[src/hw/rtl/swat_pkg.sv]
// ----------------------------------------------------------------------------
// swat_pkg
// Shared field widths, scale constants and the window sample type.
// ----------------------------------------------------------------------------
package swat_pkg;

	// input field widths
	localparam int TEMP_W = 11;
	localparam int HUM_W  = 10;
	localparam int PH_W   = 10;
	localparam int SOIL_W = 10;

	// result field widths
	localparam int PH_AVG_W   = 11;
	localparam int SOIL_PCT_W = 7;

	// pH scaling: raw * 1400 / (1023 * n)
	localparam int PH_SCALE    = 1400;
	localparam int PH_SCALE_W  = 11;
	localparam int PH_FULL_RAW = 1023;

	// soil map span and clamp
	localparam int SOIL_SPAN    = 100;
	localparam int SOIL_NUM_W   = 17;

	// one window entry, held by one cell
	typedef struct packed {
		logic signed [TEMP_W-1:0] temp;
		logic        [HUM_W-1:0]  humid;
		logic        [PH_W-1:0]   ph;
	} sample_t;

endpackage

[src/hw/rtl/swat_cell.sv]
// ----------------------------------------------------------------------------
// swat_cell
// One window cell: holds one sample and takes its neighbor's when enabled.
// ----------------------------------------------------------------------------
module swat_cell (
	input  logic             clk,
	input  logic             en,
	input  swat_pkg::sample_t d,
	output swat_pkg::sample_t q
);

	swat_pkg::sample_t sample_q;

	// payload only, no reset: contents are unknown until written
	always_ff @(posedge clk) begin
		if (en) begin
			sample_q <= d;
		end
	end

	assign q = sample_q;

endmodule

[src/hw/rtl/swat_div.sv]
// ----------------------------------------------------------------------------
// swat_div
// Restoring unsigned divider, one quotient bit per cycle.
// ----------------------------------------------------------------------------
module swat_div #(
	parameter int NW = 17,
	parameter int DW = 10
) (
	input  logic          clk,
	input  logic          arst_n,
	input  logic          start,
	input  logic [NW-1:0] num,
	input  logic [DW-1:0] den,
	output logic          busy,
	output logic [NW-1:0] quot,
	output logic [DW-1:0] rem
);

	localparam int CNT_W = $clog2(NW + 1);

	logic [CNT_W-1:0] cnt_q;
	logic             busy_q;
	logic [NW-1:0]    quot_q;
	logic [DW-1:0]    rem_q;
	logic [DW-1:0]    den_q;
	logic [DW:0]      trial;
	logic [DW:0]      diff;
	logic             ge;
	logic [NW:0]      quot_shift;

	// one restoring step
	assign trial      = {rem_q, quot_q[NW-1]};
	assign ge         = trial >= {1'b0, den_q};
	assign diff       = trial - {1'b0, den_q};
	assign quot_shift = {quot_q, ge};

	always_ff @(posedge clk or negedge arst_n) begin
		if (!arst_n) begin
			busy_q <= 1'b0;
			cnt_q  <= '0;
		end else if (start) begin
			busy_q <= 1'b1;
			cnt_q  <= CNT_W'(NW);
		end else if (busy_q) begin
			cnt_q  <= cnt_q - 1'b1;
			busy_q <= (cnt_q != CNT_W'(1));
		end
	end

	// datapath
	always_ff @(posedge clk) begin
		if (start) begin
			quot_q <= num;
			rem_q  <= '0;
			den_q  <= den;
		end else if (busy_q) begin
			quot_q <= quot_shift[NW-1:0];
			rem_q  <= ge ? diff[DW-1:0] : trial[DW-1:0];
		end
	end

	assign busy = busy_q;
	assign quot = quot_q;
	assign rem  = rem_q;

endmodule

[src/hw/rtl/sensor_window_average_thermostat.sv]
// ----------------------------------------------------------------------------
// sensor_window_average_thermostat
// Windowed sensor averages with lamp hysteresis, pump, valve and soil map.
// ----------------------------------------------------------------------------
// Usage:
//   Input channel (in_valid / in_stall) carries one sensor word. A word with
//   sensor_ok low is taken and dropped: no state change, no result.
//   A good word is shifted into a ring of WINDOW_LEN cells. The ring then
//   rotates once around while the sums pick up the entries written so far.
//   A prep state scales the sums, then a start register starts four serial
//   dividers in parallel; the pH divider is the longest, and the result
//   register loads once all four are done. The block takes one item at a
//   time: the next word is taken at the earliest in the cycle after the
//   result loads. in_stall is high while an item is in work.
//   Output channel (out_valid / out_stall) is a result register: the next
//   word may be taken while it waits. If it still waits when the next result
//   is ready, the dividers hold their results until it is taken.
//   Reset (arst_n low) clears the fill count, the lamp, both channels and
//   loads the register defaults; window contents are unknown until written.
//   Registers sit on an APB-style port at byte address 4 * index.
// ----------------------------------------------------------------------------
module sensor_window_average_thermostat #(
	parameter int WINDOW_LEN = 10
) (
	input  logic        clk,
	input  logic        arst_n,

	// configuration
	input  logic        psel,
	input  logic        penable,
	input  logic        pwrite,
	input  logic [4:0]  paddr,
	input  logic [31:0] pwdata,
	output logic [31:0] prdata,
	output logic        pready,

	// input word
	input  logic        in_valid,
	output logic        in_stall,
	input  logic        sensor_ok,
	input  logic signed [10:0] temperature,
	input  logic [9:0]  humidity,
	input  logic [9:0]  ph_raw,
	input  logic [9:0]  soil_raw,
	input  logic        level_high,

	// result word
	output logic        out_valid,
	input  logic        out_stall,
	output logic signed [10:0] temp_average,
	output logic [9:0]  humid_average,
	output logic [10:0] ph_average,
	output logic [6:0]  soil_percent,
	output logic        lamp_on,
	output logic        water_pump_on,
	output logic        valve_drive
);

	localparam int TW  = swat_pkg::TEMP_W;
	localparam int HW  = swat_pkg::HUM_W;
	localparam int PW  = swat_pkg::PH_W;
	localparam int SW  = swat_pkg::SOIL_W;
	localparam int CW  = $clog2(WINDOW_LEN + 1);
	localparam int TSW = TW + CW;
	localparam int HSW = HW + CW;
	localparam int PSW = PW + CW;
	localparam int PNW = PSW + swat_pkg::PH_SCALE_W;
	localparam int PDW = CW + PW;
	localparam int SNW = swat_pkg::SOIL_NUM_W;
	localparam int SOIL_PW = swat_pkg::SOIL_PCT_W;

	// register indexes
	localparam logic [2:0] REG_TEMP_SP  = 3'd0;
	localparam logic [2:0] REG_HUMID_SP = 3'd1;
	localparam logic [2:0] REG_HYST     = 3'd2;
	localparam logic [2:0] REG_SOIL_DRY = 3'd3;
	localparam logic [2:0] REG_SOIL_WET = 3'd4;

	typedef enum logic [1:0] {
		ST_IDLE,
		ST_SUM,
		ST_PREP,
		ST_DIV
	} state_t;

	state_t state_q;

	// ------------------------------------------------------------------
	// configuration registers
	// ------------------------------------------------------------------
	logic signed [TW-1:0] temp_sp_q;
	logic [HW-1:0]        humid_sp_q;
	logic [7:0]           hyst_q;
	logic [SW-1:0]        soil_dry_q;
	logic [SW-1:0]        soil_wet_q;
	logic                 cfg_wr;

	assign pready = 1'b1;
	assign cfg_wr = psel && penable && pwrite;

	always_ff @(posedge clk or negedge arst_n) begin
		if (!arst_n) begin
			temp_sp_q  <= TW'(400);
			humid_sp_q <= HW'(500);
			hyst_q     <= 8'd20;
			soil_dry_q <= SW'(1023);
			soil_wet_q <= SW'(400);
		end else if (cfg_wr) begin
			case (paddr[4:2])
				REG_TEMP_SP:  temp_sp_q  <= pwdata[TW-1:0];
				REG_HUMID_SP: humid_sp_q <= pwdata[HW-1:0];
				REG_HYST:     hyst_q     <= pwdata[7:0];
				REG_SOIL_DRY: soil_dry_q <= pwdata[SW-1:0];
				REG_SOIL_WET: soil_wet_q <= pwdata[SW-1:0];
				default: ;
			endcase
		end
	end

	// read back
	always_comb begin
		case (paddr[4:2])
			REG_TEMP_SP:  prdata = {{(32-TW){temp_sp_q[TW-1]}}, temp_sp_q};
			REG_HUMID_SP: prdata = {{(32-HW){1'b0}}, humid_sp_q};
			REG_HYST:     prdata = {24'd0, hyst_q};
			REG_SOIL_DRY: prdata = {{(32-SW){1'b0}}, soil_dry_q};
			REG_SOIL_WET: prdata = {{(32-SW){1'b0}}, soil_wet_q};
			default:      prdata = '0;
		endcase
	end

	// ------------------------------------------------------------------
	// window ring of cells
	// ------------------------------------------------------------------
	logic              accept;
	logic              accept_good;
	logic              ring_en;
	swat_pkg::sample_t new_sample;
	swat_pkg::sample_t cell_d [WINDOW_LEN];
	swat_pkg::sample_t cell_q [WINDOW_LEN];

	assign in_stall    = (state_q != ST_IDLE);
	assign accept      = in_valid && !in_stall;
	assign accept_good = accept && sensor_ok;
	assign ring_en     = accept_good || (state_q == ST_SUM);

	assign new_sample.temp  = temperature;
	assign new_sample.humid = humidity;
	assign new_sample.ph    = ph_raw;

	// shift in a new sample when idle, rotate while summing
	assign cell_d[0] = (state_q == ST_IDLE) ? new_sample : cell_q[WINDOW_LEN-1];

	for (genvar k = 0; k < WINDOW_LEN; k++) begin : g_cell
		if (k > 0) begin : g_link
			assign cell_d[k] = cell_q[k-1];
		end
		swat_cell u_cell (
			.clk (clk),
			.en  (ring_en),
			.d   (cell_d[k]),
			.q   (cell_q[k])
		);
	end

	// ------------------------------------------------------------------
	// dividers
	// ------------------------------------------------------------------
	logic           div_start_q;
	logic [TSW-1:0] t_num_q;
	logic           t_neg_q;
	logic [PNW-1:0] p_num_q;
	logic [PDW-1:0] p_den_q;
	logic [SNW-1:0] s_num_q;
	logic [SW-1:0]  s_den_q;
	logic           s_neg_q;
	logic           s_zero_q;
	logic [CW-1:0]  fill_q;
	logic signed [TSW-1:0] tsum_q;
	logic [HSW-1:0] hsum_q;
	logic [PSW-1:0] psum_q;
	logic [SW-1:0]  soil_raw_q;

	logic           t_busy, h_busy, p_busy, s_busy;
	logic [TSW-1:0] t_quot;
	logic [CW-1:0]  t_rem;
	logic [HSW-1:0] h_quot;
	logic [CW-1:0]  h_rem;
	logic [PNW-1:0] p_quot;
	logic [PDW-1:0] p_rem;
	logic [SNW-1:0] s_quot;
	logic [SW-1:0]  s_rem;

	swat_div #(.NW(TSW), .DW(CW)) u_div_temp (
		.clk (clk), .arst_n (arst_n), .start (div_start_q),
		.num (t_num_q), .den (fill_q),
		.busy (t_busy), .quot (t_quot), .rem (t_rem)
	);

	swat_div #(.NW(HSW), .DW(CW)) u_div_humid (
		.clk (clk), .arst_n (arst_n), .start (div_start_q),
		.num (hsum_q), .den (fill_q),
		.busy (h_busy), .quot (h_quot), .rem (h_rem)
	);

	swat_div #(.NW(PNW), .DW(PDW)) u_div_ph (
		.clk (clk), .arst_n (arst_n), .start (div_start_q),
		.num (p_num_q), .den (p_den_q),
		.busy (p_busy), .quot (p_quot), .rem (p_rem)
	);

	swat_div #(.NW(SNW), .DW(SW)) u_div_soil (
		.clk (clk), .arst_n (arst_n), .start (div_start_q),
		.num (s_num_q), .den (s_den_q),
		.busy (s_busy), .quot (s_quot), .rem (s_rem)
	);

	// ------------------------------------------------------------------
	// prep: magnitudes and scaled operands
	// ------------------------------------------------------------------
	logic                 tsum_neg;
	logic [TSW-1:0]       tsum_mag;
	logic signed [SW:0]   soil_dn;
	logic signed [SW:0]   soil_dd;
	logic [SW-1:0]        soil_dn_mag;
	logic [SW-1:0]        soil_dd_mag;
	logic [SW:0]          soil_dn_neg;
	logic [SW:0]          soil_dd_neg;

	assign tsum_neg    = tsum_q[TSW-1];
	assign tsum_mag    = tsum_neg ? (~tsum_q + 1'b1) : tsum_q;
	assign soil_dn     = {1'b0, soil_raw_q} - {1'b0, soil_dry_q};
	assign soil_dd     = {1'b0, soil_wet_q} - {1'b0, soil_dry_q};
	assign soil_dn_neg = -soil_dn;
	assign soil_dd_neg = -soil_dd;
	assign soil_dn_mag = soil_dn[SW] ? soil_dn_neg[SW-1:0] : soil_dn[SW-1:0];
	assign soil_dd_mag = soil_dd[SW] ? soil_dd_neg[SW-1:0] : soil_dd[SW-1:0];

	// ------------------------------------------------------------------
	// results
	// ------------------------------------------------------------------
	logic                 div_done;
	logic                 load_res;
	logic                 sum_tap;
	logic [CW:0]          tap_pos;
	logic signed [TW-1:0] tavg;
	logic [HW-1:0]        havg;
	logic [SOIL_PW-1:0]   soil_pct;
	logic signed [TW+1:0] lamp_lo;
	logic signed [TW+1:0] lamp_hi;
	logic signed [TW+1:0] tavg_x;
	logic                 lamp_next;
	logic [TW-1:0]        t_q_low;
	logic [CW-1:0]        step_q;
	logic                 level_q;
	logic                 lamp_q;
	logic                 out_valid_q;
	logic signed [TW-1:0] temp_avg_q;
	logic [HW-1:0]        humid_avg_q;
	logic [swat_pkg::PH_AVG_W-1:0] ph_avg_q;
	logic [SOIL_PW-1:0]   soil_pct_q;
	logic                 pump_q;
	logic                 valve_q;

	assign div_done = !div_start_q && !t_busy && !h_busy && !p_busy && !s_busy;

	// result register loads once the dividers are done and the slot is free
	assign load_res = (state_q == ST_DIV) && div_done && (!out_valid_q || !out_stall);

	// the last cell leaves entry WINDOW_LEN-1-step; count it once it was written
	assign tap_pos = {1'b0, step_q} + {1'b0, fill_q};
	assign sum_tap = tap_pos >= (CW+1)'(WINDOW_LEN);

	// floor for a negative sum: -q when exact, else -q-1
	assign t_q_low = t_quot[TW-1:0];
	assign tavg    = t_neg_q ? (~t_q_low + TW'(t_rem == '0)) : t_q_low;
	assign havg    = h_quot[HW-1:0];

	always_comb begin
		if (s_zero_q || (s_neg_q && (s_quot != '0))) begin
			soil_pct = '0;
		end else if (s_quot > SNW'(swat_pkg::SOIL_SPAN)) begin
			soil_pct = SOIL_PW'(swat_pkg::SOIL_SPAN);
		end else begin
			soil_pct = s_quot[SOIL_PW-1:0];
		end
	end

	// lamp hysteresis on the floored mean
	assign lamp_lo = (TW+2)'(temp_sp_q) - (TW+2)'($signed({1'b0, hyst_q}));
	assign lamp_hi = (TW+2)'(temp_sp_q) + (TW+2)'($signed({1'b0, hyst_q}));
	assign tavg_x  = (TW+2)'(tavg);

	always_comb begin
		if (tavg_x < lamp_lo) begin
			lamp_next = 1'b1;
		end else if (tavg_x > lamp_hi) begin
			lamp_next = 1'b0;
		end else begin
			lamp_next = lamp_q;
		end
	end

	// ------------------------------------------------------------------
	// sequencer: control, sums and result register
	// ------------------------------------------------------------------
	always_ff @(posedge clk or negedge arst_n) begin
		if (!arst_n) begin
			state_q     <= ST_IDLE;
			fill_q      <= '0;
			step_q      <= '0;
			div_start_q <= 1'b0;
			lamp_q      <= 1'b0;
			out_valid_q <= 1'b0;
		end else begin
			div_start_q <= (state_q == ST_PREP);
			out_valid_q <= load_res || (out_valid_q && out_stall);
			case (state_q)
				ST_IDLE: begin
					if (accept_good) begin
						if (fill_q != CW'(WINDOW_LEN)) begin
							fill_q <= fill_q + 1'b1;
						end
						step_q     <= '0;
						tsum_q     <= '0;
						hsum_q     <= '0;
						psum_q     <= '0;
						soil_raw_q <= soil_raw;
						level_q    <= level_high;
						state_q    <= ST_SUM;
					end
				end
				ST_SUM: begin
					if (sum_tap) begin
						tsum_q <= tsum_q + TSW'(cell_q[WINDOW_LEN-1].temp);
						hsum_q <= hsum_q + HSW'(cell_q[WINDOW_LEN-1].humid);
						psum_q <= psum_q + PSW'(cell_q[WINDOW_LEN-1].ph);
					end
					step_q <= step_q + 1'b1;
					if (step_q == CW'(WINDOW_LEN - 1)) begin
						state_q <= ST_PREP;
					end
				end
				ST_PREP: begin
					t_num_q     <= tsum_mag;
					t_neg_q     <= tsum_neg;
					p_num_q     <= PNW'(psum_q) * PNW'(swat_pkg::PH_SCALE);
					p_den_q     <= PDW'(fill_q) * PDW'(swat_pkg::PH_FULL_RAW);
					s_num_q     <= SNW'(soil_dn_mag) * SNW'(swat_pkg::SOIL_SPAN);
					s_den_q     <= soil_dd_mag;
					s_neg_q     <= soil_dn[SW] ^ soil_dd[SW];
					s_zero_q    <= (soil_wet_q == soil_dry_q);
					state_q     <= ST_DIV;
				end
				ST_DIV: begin
					if (load_res) begin
						temp_avg_q  <= tavg;
						humid_avg_q <= havg;
						ph_avg_q    <= p_quot[swat_pkg::PH_AVG_W-1:0];
						soil_pct_q  <= soil_pct;
						lamp_q      <= lamp_next;
						pump_q      <= (havg < humid_sp_q);
						valve_q     <= !level_q;
						state_q     <= ST_IDLE;
					end
				end
				default: begin
					state_q <= ST_IDLE;
				end
			endcase
		end
	end

	assign out_valid     = out_valid_q;
	assign temp_average  = temp_avg_q;
	assign humid_average = humid_avg_q;
	assign ph_average    = ph_avg_q;
	assign soil_percent  = soil_pct_q;
	assign lamp_on       = lamp_q;
	assign water_pump_on = pump_q;
	assign valve_drive   = valve_q;

	// ------------------------------------------------------------------
	// checks
	// ------------------------------------------------------------------
`ifndef SYNTHESIS
	// fill count saturates at the window length
	a_fill_bound: assert property (@(posedge clk) disable iff (!arst_n)
		fill_q <= CW'(WINDOW_LEN))
		else $error("fill count beyond window length");

	// a good word always starts a ring rotation
	a_good_starts_sum: assert property (@(posedge clk) disable iff (!arst_n)
		(in_valid && !in_stall && sensor_ok) |=> (state_q == ST_SUM))
		else $error("good word did not start summing");

	// a new result only comes out of the divide phase
	a_result_from_div: assert property (@(posedge clk) disable iff (!arst_n)
		(out_valid_q && !$past(out_valid_q && out_stall) && $past(arst_n))
			|-> $past(state_q == ST_DIV && div_done))
		else $error("result loaded outside divide phase");
`endif

endmodule

[config.mk]
export PLATFORM = sky130hd
export DESIGN_NAME = sensor_window_average_thermostat
export DESIGN_NICKNAME = d
export VERILOG_FILES = /design/src/hw/rtl/swat_pkg.sv /design/src/hw/rtl/swat_cell.sv /design/src/hw/rtl/swat_div.sv /design/src/hw/rtl/sensor_window_average_thermostat.sv
export SDC_FILE = /design/constraint.sdc
export NUM_CORES = 1
export LEC_CHECK = 0
export BUFFER_PORTS_ARGS = -buffer_cell sky130_fd_sc_hd__buf_4
export CAP_MARGIN = 20
export CORE_MARGIN = 4
export CORE_UTILIZATION = 45
export CTS_CLUSTER_DIAMETER = 60
export DETAILED_ROUTE_END_ITERATION = 6
export HOLD_SLACK_MARGIN = 0.02
export PLACE_DENSITY_LB_ADDON = 0.2
export SYNTH_ARGS = -nofsm -noshare
export SYNTH_HDL_FRONTEND = slang
export SYNTH_SLANG_ARGS = --single-unit
[constraint.sdc]
create_clock -name clk -period 28.3 [get_ports clk]
set_input_delay 0 -clock clk [delete_from_list [all_inputs] [get_ports clk]]
set_output_delay 0 -clock clk [all_outputs]
set_load 0.02 [all_outputs]
Word-level counts from Yosys, hierarchy flattened
Index checks and enable logic that the tools add are counted.

word-level totals
  bits in registers = 699
  latch bits = 0
  bits in writable memories = 0
  bits in read-only memories = 0
  input port bits = 87
  output and inout port bits = 77
  word-level logic and storage cells = 239
  memories = 0

operators by class
  $add $sub $neg = 22
  multiply operators = 3
  divide/modulo/power cells = 0
  magnitude comparators = 9
  eq/ne operators = 18
  shift operators = 0
  muxes and demuxes = 51
  bitwise operators = 3
  reductions and logical operators = 50

operators with widths
  cell                                                             count
  one-hot mux 32 bit (5 select lines)                              1
  2-to-1 mux 14 bit                                                7
  2-to-1 mux 15 bit                                                4
  one-hot mux 14 bit (2 select lines)                              2
  2-to-1 mux 25 bit                                                2
  2-to-1 mux 17 bit                                                2
  2-to-1 mux 31 bit                                                1
  2-to-1 mux 10 bit                                                3
  one-hot mux 15 bit (2 select lines)                              1
  adder 14 x 10 -> 14 bit                                          2
  2-to-1 mux 4 bit                                                 7
  multiplier 14 x 8 -> 22 bit (second input constant)              1
  subtractor 10 x 10 -> 11 bit                                     2
  2-to-1 mux 5 bit                                                 4
  negator 10 bit                                                   2
  greater-than comparator 17 x 7 -> 1 bit (second input constant)  1
  nonzero test 17 bit                                              1
  adder 15 x 1 -> 15 bit (second input constant)                   1
  adder 15 x 11 -> 15 bit                                          1
  >= comparator 15 x 14 -> 1 bit                                   1
  multiplier 10 x 5 -> 15 bit (second input constant)              1
  inverter 15 bit                                                  1
  AND reduction 3 bit                                              5
  multiplier 4 x 10 -> 14 bit (second input constant)              1
  46 further kinds                                                 102

Longest topological paths before layout
  word-level depth = 9
  depth in mapped cells = 22
  gate-level depth less buffers = 22

By module
From an unflattened synthesis, not the netlist that was laid out.

unflattened totals
  cell total of the unflattened synthesis = 2633
  area total of the unflattened synthesis = 35316.4 um^2

by module, submodules not included
  module                            times used  cells each  area an instance (um^2)  seq. area each (um^2)
  sensor_window_average_thermostat  1           1657        17852.1                  6806.5
  swat_cell                         10          31          930.9                    930.9
  swat_div (u_div_ph)               1           276         3223.1                   1601.5
  swat_div (u_div_soil)             1           187         2249.7                   1161.1
  swat_div (u_div_temp)             1           104         1365.1                   775.7
  swat_div (u_div_humid)            1           99          1317.5                   745.7

Worst setup path after synthesis
Ideal clock, no wire load.

  path kind = reg2reg
  start = register state_q[1]
  end = register g_cell[0].u_cell.sample_q (netlist bit g_cell[0].u_cell.q[0]), enable pin
  setup time = 728 ps
  data arrival time = 8556 ps
  data required time = 27572 ps
  path slack = 19016 ps
  cell stages (with the launch flop) = 6
  buffers on the path = 2
  clock period less this slack = 9284 ps
  cells stage by stage = dfrtp_1 -> inv_1 -> ha_1 -> clkbuf_1 -> clkbuf_1 -> nand2b_1

between the ends
  cells in the longest elaborated chain, start to end = 5
  elaborated cells between the ends (all ways) = 6
  those cells by class = eq/ne: 1; reduce/logical: 5

RTL lines
  element                  RTL line                                 source
  start, declared          sensor_window_average_thermostat.sv:86   state_t state_q;
  start signal, assigned   sensor_window_average_thermostat.sv:309  state_q <= ST_IDLE;
  start signal, assigned   sensor_window_average_thermostat.sv:330  state_q <= ST_SUM;
  start signal, assigned   sensor_window_average_thermostat.sv:341  state_q <= ST_PREP;
  nonzero test 2 bit       sensor_window_average_thermostat.sv:142  assign in_stall = (state_q != ST_IDLE);
  zero test 1 bit          sensor_window_average_thermostat.sv:143  assign accept = in_valid && !in_stall;
  logical AND 1 bit        sensor_window_average_thermostat.sv:143
  logical AND 1 bit        sensor_window_average_thermostat.sv:144  assign accept_good = accept && sensor_ok;
  logical OR 1 bit *       sensor_window_average_thermostat.sv:145  assign ring_en = accept_good || (state_q == ST_SUM);
  via g_cell[0].u_cell.en  swat_cell.sv:7                           input logic en,
  end signal, assigned     swat_cell.sv:17                          sample_q <= d;
  end, declared            swat_cell.sv:12                          swat_pkg::sample_t sample_q;

Mark *: on every way through the listed nets, which the timed path passes. The rest lies on a longest branch.
A chain may end at the register's enable or synchronous reset.

Worst setup path in the final report
  start = register soil_dry_q[2]
  end = register s_num_q[16], data pin

between the ends
  cells in the longest elaborated chain, start to end = 4

RTL lines
  element                         RTL line                                 source
  start, declared                 sensor_window_average_thermostat.sv:94   logic [SW-1:0] soil_dry_q;
  start signal, assigned          sensor_window_average_thermostat.sv:113  REG_SOIL_DRY: soil_dry_q <= pwdata[SW-1:0];
  subtractor 10 x 10 -> 11 bit *  sensor_window_average_thermostat.sv:232  assign soil_dn = {1'b0, soil_raw_q} - {1'b0, soil_dry_q};
  negator 10 bit                  sensor_window_average_thermostat.sv:234  assign soil_dn_neg = -soil_dn;
  2-to-1 mux 10 bit *             sensor_window_average_thermostat.sv:236  assign soil_dn_mag = soil_dn[SW] ? soil_dn_neg[SW-1:0] : soil_dn[SW-1:0];
  multiplier 10 x 5 -> 15 bit *   sensor_window_average_thermostat.sv:349  s_num_q <= SNW'(soil_dn_mag) * SNW'(swat_pkg::SOIL_SPAN);
  end signal, assigned            sensor_window_average_thermostat.sv:349
  end, declared                   sensor_window_average_thermostat.sv:174  logic [SNW-1:0] s_num_q;

Mark *: on every way between the ends. The rest lies on a longest branch, timed or not.

==> impl_metrics.py <==
metrics = {
    "finish": {
        "final_util_pct": 52.83,
        "fin_nets": 3299,
        "fillers": 6372,
        "syn_to_final_growth_pct": 15.51,
        "finalNonFillerCells": 3970,
        "drive_gt1_share_pct": 15.42,
    },
    "die": {
        "rows": 101,
        "ioPinCount": 164,
        "floorplan.die_area_um2": 82230,
        "core-area_um2": 76450,
        "start_util_pct": 45.74,
        "fp.dieH_um": 286.8,
        "die_width_um": 286.8,
    },
    "global_route": {
        "grt_pass1_vias": 21070,
        "grt_max_degree": 95,
        "overflow": 0,
        "grt_antenna_before_repair": 6,
        "grt_pass1_wl_um": 108300,
        "gr-usage-all-layers_pct": 16.11,
    },
    "cts": {
        "clock_latency_ns": 0.62,
        "cts_num_sinks": 699,
        "path_clk_slew_ns": 0.06,
        "cts_root_buf": "clkbuf_16",
        "post_cts_resized": 0,
        "cts_setup_buffers": 0,
        "htree_levels": 3,
        "cts_buffers": 79,
        "cts_tree": "yes",
        "cts_buffer_depth": 3,
    },
    "drt": {
        "vias_per_cell": 5.205,
        "vias": 20660,
        "first_iter_violations": 1306,
        "routed_wl_um": 66560,
        "drtAntennaViolNets": 0,
        "wl_per_cell_um": 16.76,
        "route.detailed.drc": 0,
        "drtPass1Iterations": 5,
    },
    "sta": {
        "clock_skew_ns": 0.03168,
        "fin_crit_sh_pct": 20.11,
        "hold_violations": 0,
        "setup_tns_ns": 0,
        "final.min_clock_period_ns": 5.690,
        "setup_viol_count_final": 0,
        "setup_ws_ns": 22.61,
        "fmax_ghz": 0.1757,
        "rsz0062_at_grt": "false",
        "slew_violations": 0,
        "slew_headroom_pct": 33.44,
        "worst_slew_pin_slew_ns": 0.9984,
    },
    "synthesis": {
        "postSynthCellCount": 2648,
        "yosysMostFrequentCell": "edfxtp_1",
        "yosys_most_used_dff": "edfxtp_1",
        "synth_area_um2": 34970,
        "synth_nets": 3073,
        "syn-mean-instance-area_um2": 13.21,
        "synthTopCellsByArea": "edfxtp_1 (50%), ha_1 (9.6%), dfrtp_1 (4.3%), fa_1 (4.0%), mux2_2 (4.0%)",
        "synth_seq_cells": 699,
        "synth_top_area_cell": "edfxtp_1",
        "yosysSeqAreaShare_pct": 57.99,
        "yosysTopAreaCellShare_pct": 50.06,
        "synthTopCellsByCount": "edfxtp_1 (583), ha_1 (268), inv_1 (230)",
        "async_flop_share_pct": 12.02,
        "ys_warn_count": 0,
        "synth.distinct_cells": 77,
        "synth_edf_count": 583,
    },
    "critical_path": {
        "cp_slowest_cell": "dfstp_2",
        "arrival_ns": 6.17,
        "cp.required_ns": 28.78,
        "path_buf_inv": 1,
        "cp_top_family": "compound AO/OA/AOI/OAI gates",
        "crit_path_end_kind": "flop",
        "r2r-end": "s_num_q[16]",
        "crit_fanout": 5,
        "critPathLaunchType": "flop",
        "rr_worst_depth": 20,
        "crit_path_max_incr_delay_ns": 0.53,
        "r2r_setup_slack_ns": 22.61,
        "r2r-start": "soil_dry_q[2]",
        "crit_top_cell": "ha_1",
        "crit_chain": "inv_1 > ha_1 > nor2b_1 > o31a_1 > o31ai_1 > a21oi_1 > a31oi_1 > nand2_1 > xnor2_1 > ha_1 > ha_1 > fa_1 > ha_1 > a21o_1 > a21oi_1 > o21bai_1 > a21oi_1 > o21ai_0 > or4_1 > nand3_1",
        "worstSetupPathType": "flop to flop",
    },
    "placement": {
        "placed_cells": 3758,
        "hpwl_um": 46800,
        "place_ws_ns": 22.67,
        "place.gp.congestion": 0.8802,
        "port_buffers": 139,
    },
    "flow_run": {
        "max_cap_violations": 0,
    },
    "outcome": {
        "status": "finished, final reports clean",
    },
    "worst_hold_path": {
        "hp-class": "input port to flop",
        "min_from": "paddr[2]",
        "hold_end": "hyst_q[2]",
        "min_path_cells": 5,
    },
}
## flip-flops by register name (all words and copies together) (netlist names), 15 cells and up
| register | cells |
|---|---|
| u_div_ph.quot | 25 |
| g_cell.u_cell.q | 310 |
| u_div_soil.quot | 17 |
| t_num_q | 15 |
| tsum_q | 15 |
| s_num_q | 15 |
| u_div_temp.quot | 15 |
| p_num_q | 22 |
## final cells by class
| type | count | area, um^2 | area share (%) |
|---|---|---|---|
| timing repair buffer | 226 | 1873 | 4.637 |
| tap | 1030 | 1289 | 3.190 |
| inverter | 230 | 863.3 | 2.137 |
| antenna | 2 | 5.005 | 0.01239 |
| clock buffer | 95 | 2068 | 5.120 |
| multi-input combinational | 1638 | 13460 | 33.31 |
| clock inverter | 50 | 555.5 | 1.375 |
| sequential | 699 | 20280 | 50.21 |
## worst register-to-register path, cell delays in order (launching register included)
cell and delay (ns):
dfstp_2 0.53, inv_1 0.08, ha_1 0.36, nor2b_1 0.16
o31a_1 0.28, o31ai_1 0.29, a21oi_1 0.17, a31oi_1 0.40
nand2_1 0.12, xnor2_1 0.29, ha_1 0.30, ha_1 0.32
fa_1 0.46, ha_1 0.35, a21o_1 0.20, a21oi_1 0.22
o21bai_1 0.09, a21oi_1 0.22, o21ai_0 0.22, or4_1 0.44
nand3_1 0.09
## routing by layer
layer	wire length, um	global-route usage (%)	share of wire [%]	vias up
met1	31080	22.29	47	10160
met3	2911	2.772	4.4	87
met2	31240	26.32	47	334
met4	1317	4.606	2.0	0
li1	-	-	-	10080
met5	0	0	0	-
## what timing repair did
item | 4_1_cts | 5_1_grt
setup endpoints to repair | 0 | 0
hold buffers | 64 | 0
hold endpoints to repair | 156 | 0
## per-stage QoR
step,hold slack (ns),instance area (um^2)
after detailed placement,-0.05880,37100
final,0.07366,40390
after global placement,-0.06932,37090
after floorplan,-0.2956,34970
after CTS,0.02746,40360
after global routing,0.06798,40390
## layout by cell type (no fill, tap or decap), types with 16 or more instances in the layout
| master | count |
|---|---|
| edfxtp_1 | 583 |
| nor2b_1 | 42 |
| a21o_1 | 42 |
| buf_4 | 160 |
| mux2i_1 | 40 |
| xnor2_1 | 95 |
| and2_1 | 28 |
| dlygate4sd3_1 | 64 |
| dfrtp_1 | 59 |
| a22oi_1 | 16 |
| a211oi_1 | 30 |
| dfstp_2 | 24 |
| nor2_1 | 132 |
| nand2_1 | 141 |
| clkbuf_16 | 80 |
| inv_1 | 230 |
| nor3_1 | 31 |
| nand3_1 | 29 |
| xor2_1 | 39 |
| nor3b_1 | 19 |
| o21ai_0 | 127 |
| ha_1 | 266 |
| a21oi_1 | 87 |
| o21a_1 | 25 |
| dfxtp_1 | 32 |
| mux2_2 | 124 |
| fa_1 | 70 |
| nand2b_1 | 47 |
## logic make-up after synthesis
group,synth area share [%]
xor gates and xnor gates,3.356
buffers and inverters,3.603
adders and majority gates,13.60
AOI/OAI and AO/OA,8.412
and+or+nand+nor,7.890
muxes,5.138
other,0.01072
DFF,57.99
## worst max-delay path by stage
stage / startpoint / endpoint / slack, ns / cells past startpoint
6_report: soil_dry_q[2] / s_num_q[16] / 22.61 / 20
5_1_grt: soil_dry_q[2] / s_num_q[16] / 22.22 / 20
4_1_cts: soil_dry_q[2] / s_num_q[16] / 22.62 / 20
3_5_place_dp: soil_dry_q[2] / s_num_q[16] / 22.67 / 20
3_3_place_gp: soil_dry_q[2] / s_num_q[16] / 22.69 / 20
2_1_floorplan: state_q[1] / g_cell[0].u_cell.q[0] / 19.02 / 5
Power is left out: the tool's default activity adds up to more than one toggle a clock period on the data nets, which glitch-free logic cannot reach.
